--- config.mk ---
export PLATFORM = sky130hd
export DESIGN_NAME = mwo_ctrl
export DESIGN_NICKNAME = d
export VERILOG_FILES = /design/src/hdl/mwo_pkg.sv /design/src/hdl/mwo_ctrl.sv
export SDC_FILE = /design/constraint.sdc
export NUM_CORES = 1
export LEC_CHECK = 0
export BUFFER_PORTS_ARGS = -buffer_cell sky130_fd_sc_hd__buf_4
export CORE_AREA = 2 2 39 41
export DETAILED_ROUTE_END_ITERATION = 8
export DIE_AREA = 0 0 41 43
export PLACE_DENSITY = 0.3
export SYNTH_ARGS = -nofsm -noshare
export SYNTH_HDL_FRONTEND = slang
export SYNTH_SLANG_ARGS = --single-unit
--- constraint.sdc ---
create_clock -name i_clk -period 1.5 [get_ports i_clk]
set_clock_uncertainty 0.2 [all_clocks]
set_input_delay 0 -clock i_clk [delete_from_list [all_inputs] [get_ports i_clk]]
set_output_delay 0 -clock i_clk [all_outputs]
set_load 0.05 [all_outputs]
--- src/hdl/mwo_pkg.sv ---
// ----------------------------------------------------------------------------
// mwo_pkg: shared types and constants of the multi-waveform oscillator
// Register indexes, mode codes, controller/datapath interface structs and
// the quarter-wave sine ROM contents.
// ----------------------------------------------------------------------------
package mwo_pkg;

    // Quarter-wave sine table
    localparam int SINE_TABLE_DEPTH = 256;
    localparam int SINE_IDX_W       = $clog2(SINE_TABLE_DEPTH);

    // Configuration register indexes
    localparam logic [2:0] REG_MODE           = 3'd0;
    localparam logic [2:0] REG_PHASE_STEP     = 3'd1;
    localparam logic [2:0] REG_WIDTH          = 3'd2;
    localparam logic [2:0] REG_RISE_SLOPE     = 3'd3;
    localparam logic [2:0] REG_FALL_SLOPE     = 3'd4;
    localparam logic [2:0] REG_PERIOD_SAMPLES = 3'd5;
    localparam logic [2:0] REG_USE_INPUT      = 3'd6;

    // Waveform modes
    localparam logic [1:0] MODE_SINE     = 2'd0;
    localparam logic [1:0] MODE_TRIANGLE = 2'd1;
    localparam logic [1:0] MODE_PULSE    = 2'd2;
    localparam logic [1:0] MODE_IMPULSE  = 2'd3;

    // Register reset values
    localparam logic [31:0] RST_PHASE_STEP     = 32'd42852281;
    localparam logic [23:0] RST_FALL_SLOPE     = 24'd131072;
    localparam logic [23:0] RST_PERIOD_SAMPLES = 24'd100;

    localparam logic [63:0] HALF_PI_Q30 = 64'd1686629713;

    // Controller to datapath commands
    typedef struct packed {
        logic capture;   // latch the microphone sample of an accepted transaction
        logic load_prod; // register the shared multiplier output
        logic sel_mix;   // multiplier operands: 0 waveform slope, 1 mic mix
        logic shape;     // register the generated waveform sample
        logic finish;    // load the output register and advance phase/counter
    } t_cmd;

    // Datapath to controller status
    typedef struct packed {
        logic out_free;  // output register empty or draining this cycle
    } t_status;

    typedef logic [SINE_TABLE_DEPTH-1:0][15:0] t_sine_rom;

    // Build the quarter-wave table with an integer Taylor series in Q2.30,
    // then round to Q1.15 and cap at full scale.
    function automatic t_sine_rom build_sine_rom();
        t_sine_rom          rom;
        logic [63:0]        x;
        logic [63:0]        term;
        logic signed [63:0] sum;
        logic [63:0]        r;
        rom = '0;
        for (int i = 0; i < SINE_TABLE_DEPTH; i++) begin
            x    = (HALF_PI_Q30 * 64'(i)) / SINE_TABLE_DEPTH;
            term = x;
            sum  = signed'(x);
            term = (term * x) >> 30;
            term = ((term * x) >> 30) / 64'd6;
            sum  = sum - signed'(term);
            term = (term * x) >> 30;
            term = ((term * x) >> 30) / 64'd20;
            sum  = sum + signed'(term);
            term = (term * x) >> 30;
            term = ((term * x) >> 30) / 64'd42;
            sum  = sum - signed'(term);
            term = (term * x) >> 30;
            term = ((term * x) >> 30) / 64'd72;
            sum  = sum + signed'(term);
            term = (term * x) >> 30;
            term = ((term * x) >> 30) / 64'd110;
            sum  = sum - signed'(term);
            term = (term * x) >> 30;
            term = ((term * x) >> 30) / 64'd156;
            sum  = sum + signed'(term);
            term = (term * x) >> 30;
            term = ((term * x) >> 30) / 64'd210;
            sum  = sum - signed'(term);
            term = (term * x) >> 30;
            term = ((term * x) >> 30) / 64'd272;
            sum  = sum + signed'(term);
            if (sum < 0) begin
                sum = 64'sd0;
            end
            r = (unsigned'(sum) + 64'd16384) >> 15;
            if (r > 64'd32767) begin
                r = 64'd32767;
            end
            rom[i] = r[15:0];
        end
        return rom;
    endfunction

    localparam t_sine_rom SINE_ROM = build_sine_rom();

endpackage

--- src/hdl/mwo_ctrl.sv ---
// ----------------------------------------------------------------------------
// mwo_ctrl: sequencing controller of the multi-waveform oscillator
// Steps each accepted transaction through slope multiply, shaping, mic mix
// and output load, and drives the input stall.
// ----------------------------------------------------------------------------
module mwo_ctrl (
    input  logic             i_clk,
    input  logic             i_rst_n,
    input  logic             i_valid,
    output logic             o_stall,
    input  mwo_pkg::t_status i_status,
    output mwo_pkg::t_cmd    o_cmd
);

    localparam logic [2:0] S_IDLE   = 3'd0;
    localparam logic [2:0] S_GEN    = 3'd1;
    localparam logic [2:0] S_SHAPE  = 3'd2;
    localparam logic [2:0] S_MIX    = 3'd3;
    localparam logic [2:0] S_FINISH = 3'd4;

    logic [2:0] r_state;
    logic [2:0] n_state;
    logic       can_take;
    logic       accept;

    // A new transaction enters when idle, or as the current one leaves
    assign can_take = (r_state == S_IDLE) ||
                      ((r_state == S_FINISH) && i_status.out_free);
    assign o_stall  = !i_rst_n || !can_take;
    assign accept   = i_valid && !o_stall;

    always_comb begin
        n_state = r_state;
        unique case (r_state)
            S_IDLE: begin
                if (accept) n_state = S_GEN;
            end
            S_GEN:   n_state = S_SHAPE;
            S_SHAPE: n_state = S_MIX;
            S_MIX:   n_state = S_FINISH;
            S_FINISH: begin
                if (i_status.out_free) n_state = accept ? S_GEN : S_IDLE;
            end
            default: n_state = S_IDLE;
        endcase
    end

    always_ff @(posedge i_clk) begin
        if (!i_rst_n) begin
            r_state <= S_IDLE;
        end else begin
            r_state <= n_state;
        end
    end

    always_comb begin
        o_cmd           = '0;
        o_cmd.capture   = accept;
        o_cmd.load_prod = (r_state == S_GEN) || (r_state == S_MIX);
        o_cmd.sel_mix   = (r_state == S_MIX);
        o_cmd.shape     = (r_state == S_SHAPE);
        o_cmd.finish    = (r_state == S_FINISH) && i_status.out_free;
    end

endmodule

Word level (Yosys, flattened, before mapping)
Index checks and enable logic that the tools add are counted.
- register bits: 3
- bits in latches: 0
- bits in writable memories: 0
- ROM bits: 0
- bits of input ports: 4
- output and inout bits: 6
- logic and storage cells: 21
- memories: 0
- add/subtract/negate cells: 0
- $mul: 0
- div/mod/pow operators: 0
- magnitude comparators: 0
- equality and inequality tests: 6
- shifts and indexed selects: 0
- muxes and demuxes: 4
- bitwise logic cells: 0
- reduce and logical (&&, ||, !) cells: 10
- operators by type and width (kind ; number):
    case mux 3 bit (5 select lines) ; 1
    == test 3 x 2 -> 1 bit, second input constant ; 2
    2-to-1 mux 3 bit ; 2
    != test 2 bit, second input constant ; 2
    == test 3 x 1 -> 1 bit, second input constant ; 1
    == test 3 bit, second input constant ; 1
    logical NOT 1 bit ; 3
    logical NOT 3 bit ; 1
    logical OR 1 bit ; 3
    logical AND 1 bit ; 2
    AND reduction 2 bit ; 1
    2-to-1 mux 1 bit ; 1

Depth between registers and ports, before layout
- word-level depth: 10
- mapped depth: 3
- depth with buffers taken out: 2

Least setup slack after synthesis
No wires, ideal clock.
- path type: reg-to-output
- from: reg r_state[1]
- to: out o_cmd[1] (netlist bit)
- arrival: 1572 ps
- required time: 1300 ps
- setup slack: -272 ps
- cell stages (with the launch flop): 2
- path buffers: 0
- cells stage by stage: dfxtp_1 nor3b_1
- RTL lines (item ; line ; source):
    start: declaration ; mwo_ctrl.sv:21 ; logic [2:0] r_state;
    start signal: assignment ; mwo_ctrl.sv:52 ; r_state <= n_state;
    end: declaration ; mwo_ctrl.sv:12 ; output mwo_pkg::t_cmd o_cmd

==> flow_metrics.py <==
metrics = {
    "drt": {
        "wl_per_cell_um": 9.84,
        "drt_iter0_markers": 5,
        "antenna_left": 0,
        "drc": 0,
        "firstDrtPassIters": 2,
        "num_vias": 199,
        "via_per_inst": 3.90,
        "routed_wl_um": 502,
    },
    "clocking": {
        "cts.sinks": 3,
        "htreeDepth": 1,
        "root_buffer": "clkbuf_4",
        "cts_tree": "done",
        "cts_buffer_depth": 2,
        "cts_buffers": 3,
        "worstSkewPairLatency_ns": 0.23,
        "clkTransAtPathRegs_ns": 0.03,
        "cts-resized-gates": 0,
    },
    "setup_path": {
        "required_ns": 1.30,
        "crit_family": "buffers and inverters",
        "crit_buf_inv": 3,
        "crit_chain": "dlygate4sd3_1, buf_4, nand2b_1, and4_1, buf_4",
        "cp_slowest_cell": "dlygate4sd3_1",
        "critical_path_arrival_ns": 1.21,
        "cp_slowest_stage_delay_ns": 0.54,
        "cp-start-kind": "primary input",
        "endpoint_kind": "primary output",
        "cpMostUsedCell": "buf_4",
        "critPathMaxFanout": 4,
        "path_class": "in -> out",
    },
    "floorplanning": {
        "rows": 14,
        "die_area_um2": 1760,
        "die_h_um": 43,
        "initial_core_util": 0.130,
        "die_w_um": 41,
        "core_um2": 1380,
        "io_pins": 10,
    },
    "power_and_ir_drop": {
        "p_leak_nw": 0.145,
        "switchingPower_mw": 0.125,
        "sw_frac_of_total": 0.350,
        "power_density_nw_per_um2": 1110,
        "seqPwrFrac": 0.283,
        "p_comb_frac": 0.315,
        "ir_drop_uv": 475,
        "p_int_mw": 0.231,
        "pwr-share-clk": 0.402,
    },
    "timing": {
        "finalMaxSlewViolations": 0,
        "fin_crit_ns": 1.41,
        "worst_slew_pin_slew_ns": 0.271,
        "final_hold_viol_count": 0,
        "max_freq_ghz": 0.708,
        "max_slew_margin": 0.817,
        "period_share": 0.942,
        "setup_viol": 0,
        "tns_ns": 0,
        "rsz0062_at_grt": "false",
    },
    "logic_synthesis": {
        "syn_area_per_cell_um2": 9.01,
        "synth_area_um2": 180,
        "synth_cells": 20,
        "post_synth_num_cell_types": 16,
        "syn_nets": 24,
        "ys_warn_count": 0,
        "yosysSeqAreaShare": 0.333,
        "ys_ff_latch": 3,
    },
    "global_route": {
        "grt_pass1_vias": 189,
        "grt_max_degree": 9,
        "gr-usage-all-layers": 0.0683,
        "grt-ovfl-total": 0,
        "grt_pass1_wl_um": 731,
        "grt_antenna_before_repair": 0,
    },
    "place": {
        "io_buffers": 9,
        "dp_hpwl_um": 368,
        "gp_congestion": 0.670,
    },
    "flow_run": {
        "cap_violations": 0,
    },
    "layout": {
        "finish.net_count": 40,
        "antenna_cells": 0,
        "largest_register_ffs": 3,
        "largest-register": "r_state",
        "nFillCells": 154,
        "area_delta_synth_final_pct": 78.5,
        "fin_util": 0.232,
        "top_regs": "r_state: 3 flops",
        "final_cell_mix": "buf_4 (9), clkbuf_4 (3), dlygate4sd3_1 (3), dfxtp_1 (3)",
        "final_common_cell": "buf_4",
        "drive_gt1_frac": 0.429,
    },
    "run_status": {
        "outcome": "finished clean",
    },
    "worst_hold_path": {
        "hp-class": "in -> reg",
    },
}
worst min-delay path, stage by stage:
cell           delay (ns)
dlygate4sd3_1        0.53
buf_4                0.12
o21a_1               0.10
Yosys cell counts:
master / instances / share of area
and4_1: 1 / 0.049
inv_1: 1 / 0.021
dfxtp_1: 3 / 0.33
nand3_1: 1 / 0.028
a2111oi_2: 1 / 0.083
and3_1: 1 / 0.035
nor4b_1: 1 / 0.049
nor2b_1: 1 / 0.035
nand2b_1: 2 / 0.069
o21a_1: 1 / 0.042
buf_4: 1 / 0.042
nor2_1: 2 / 0.042
xnor2_1: 1 / 0.049
nor3b_1: 1 / 0.042
nor3_1: 1 / 0.028
and3b_2: 1 / 0.056
per-layer routing:
metal / wire length [µm] / GRT usage / vias up
li1: - / - / 101
met1: 234 / 0.0707 / 91
met2: 228 / 0.0781 / 7
met3: 40 / 0.0628 / 0
met4: 0 / 0.0600 / 0
met5: 0 / 0 / -
final timing paths:
path	slack, ns	startpoint	endpoint	cells past startpoint
hold / removal	0.35	i_rst_n	r_state[2]	3
setup / recovery	0.09	i_status	o_cmd[4]	5
hold reg to reg	0.40	r_state[0]	r_state[0]	1
setup reg to reg	0.30	r_state[2]	r_state[2]	2
power by group through the flow:
stage | Clock (mW) | Combinational [mW] | Sequential (mW)
4_1_cts | 0.151 | 0.114 | 0.100
5_1_grt | 0.162 | 0.119 | 0.102
6_report | 0.143 | 0.112 | 0.101
3_5_place_dp | 0 | 0.107 | 0.102
2_1_floorplan | 0 | 0.0786 | 0.0986
3_3_place_gp | 0 | 0.108 | 0.101
kinds of logic (layout without fill, tap and decap cells):
logic type,after synthesis,in the layout,share of synthesized area
simple gates,12,12,0.431
flops,3,3,0.333
compound gates,2,2,0.125
buf+inv,2,17,0.0625
xor+xnor,1,1,0.0486
layout make-up:
class	count	area [µm²]	area share
Inverter	1	3.75	0.0117
Timing Repair Buffer	12	97.6	0.304
Tap cell	16	20.0	0.0623
Multi-Input combinational cell	15	114	0.354
Sequential cell	3	60.1	0.187
Clock buffer	4	26.3	0.0817
per-stage QoR:
stage	hold WS (ns)	setup slack, ns	cell area [µm²]	power, mW	instances
detailed placement	0.0379	0.301	265	0.209	44
floorplan	-0.0822	0.123	185	0.177	20
global route	0.377	0.0122	322	0.383	51
finish	0.353	0.0867	322	0.356	51
global placement	0.0437	0.279	265	0.209	44
CTS	0.341	0.0796	322	0.365	51
repair_timing:
item,4_1_cts,5_1_grt
setup buffers,0,0
endpoints found under the hold margin,3,0
hold buffers,3,0
Power figures use the tool's default switching activity.
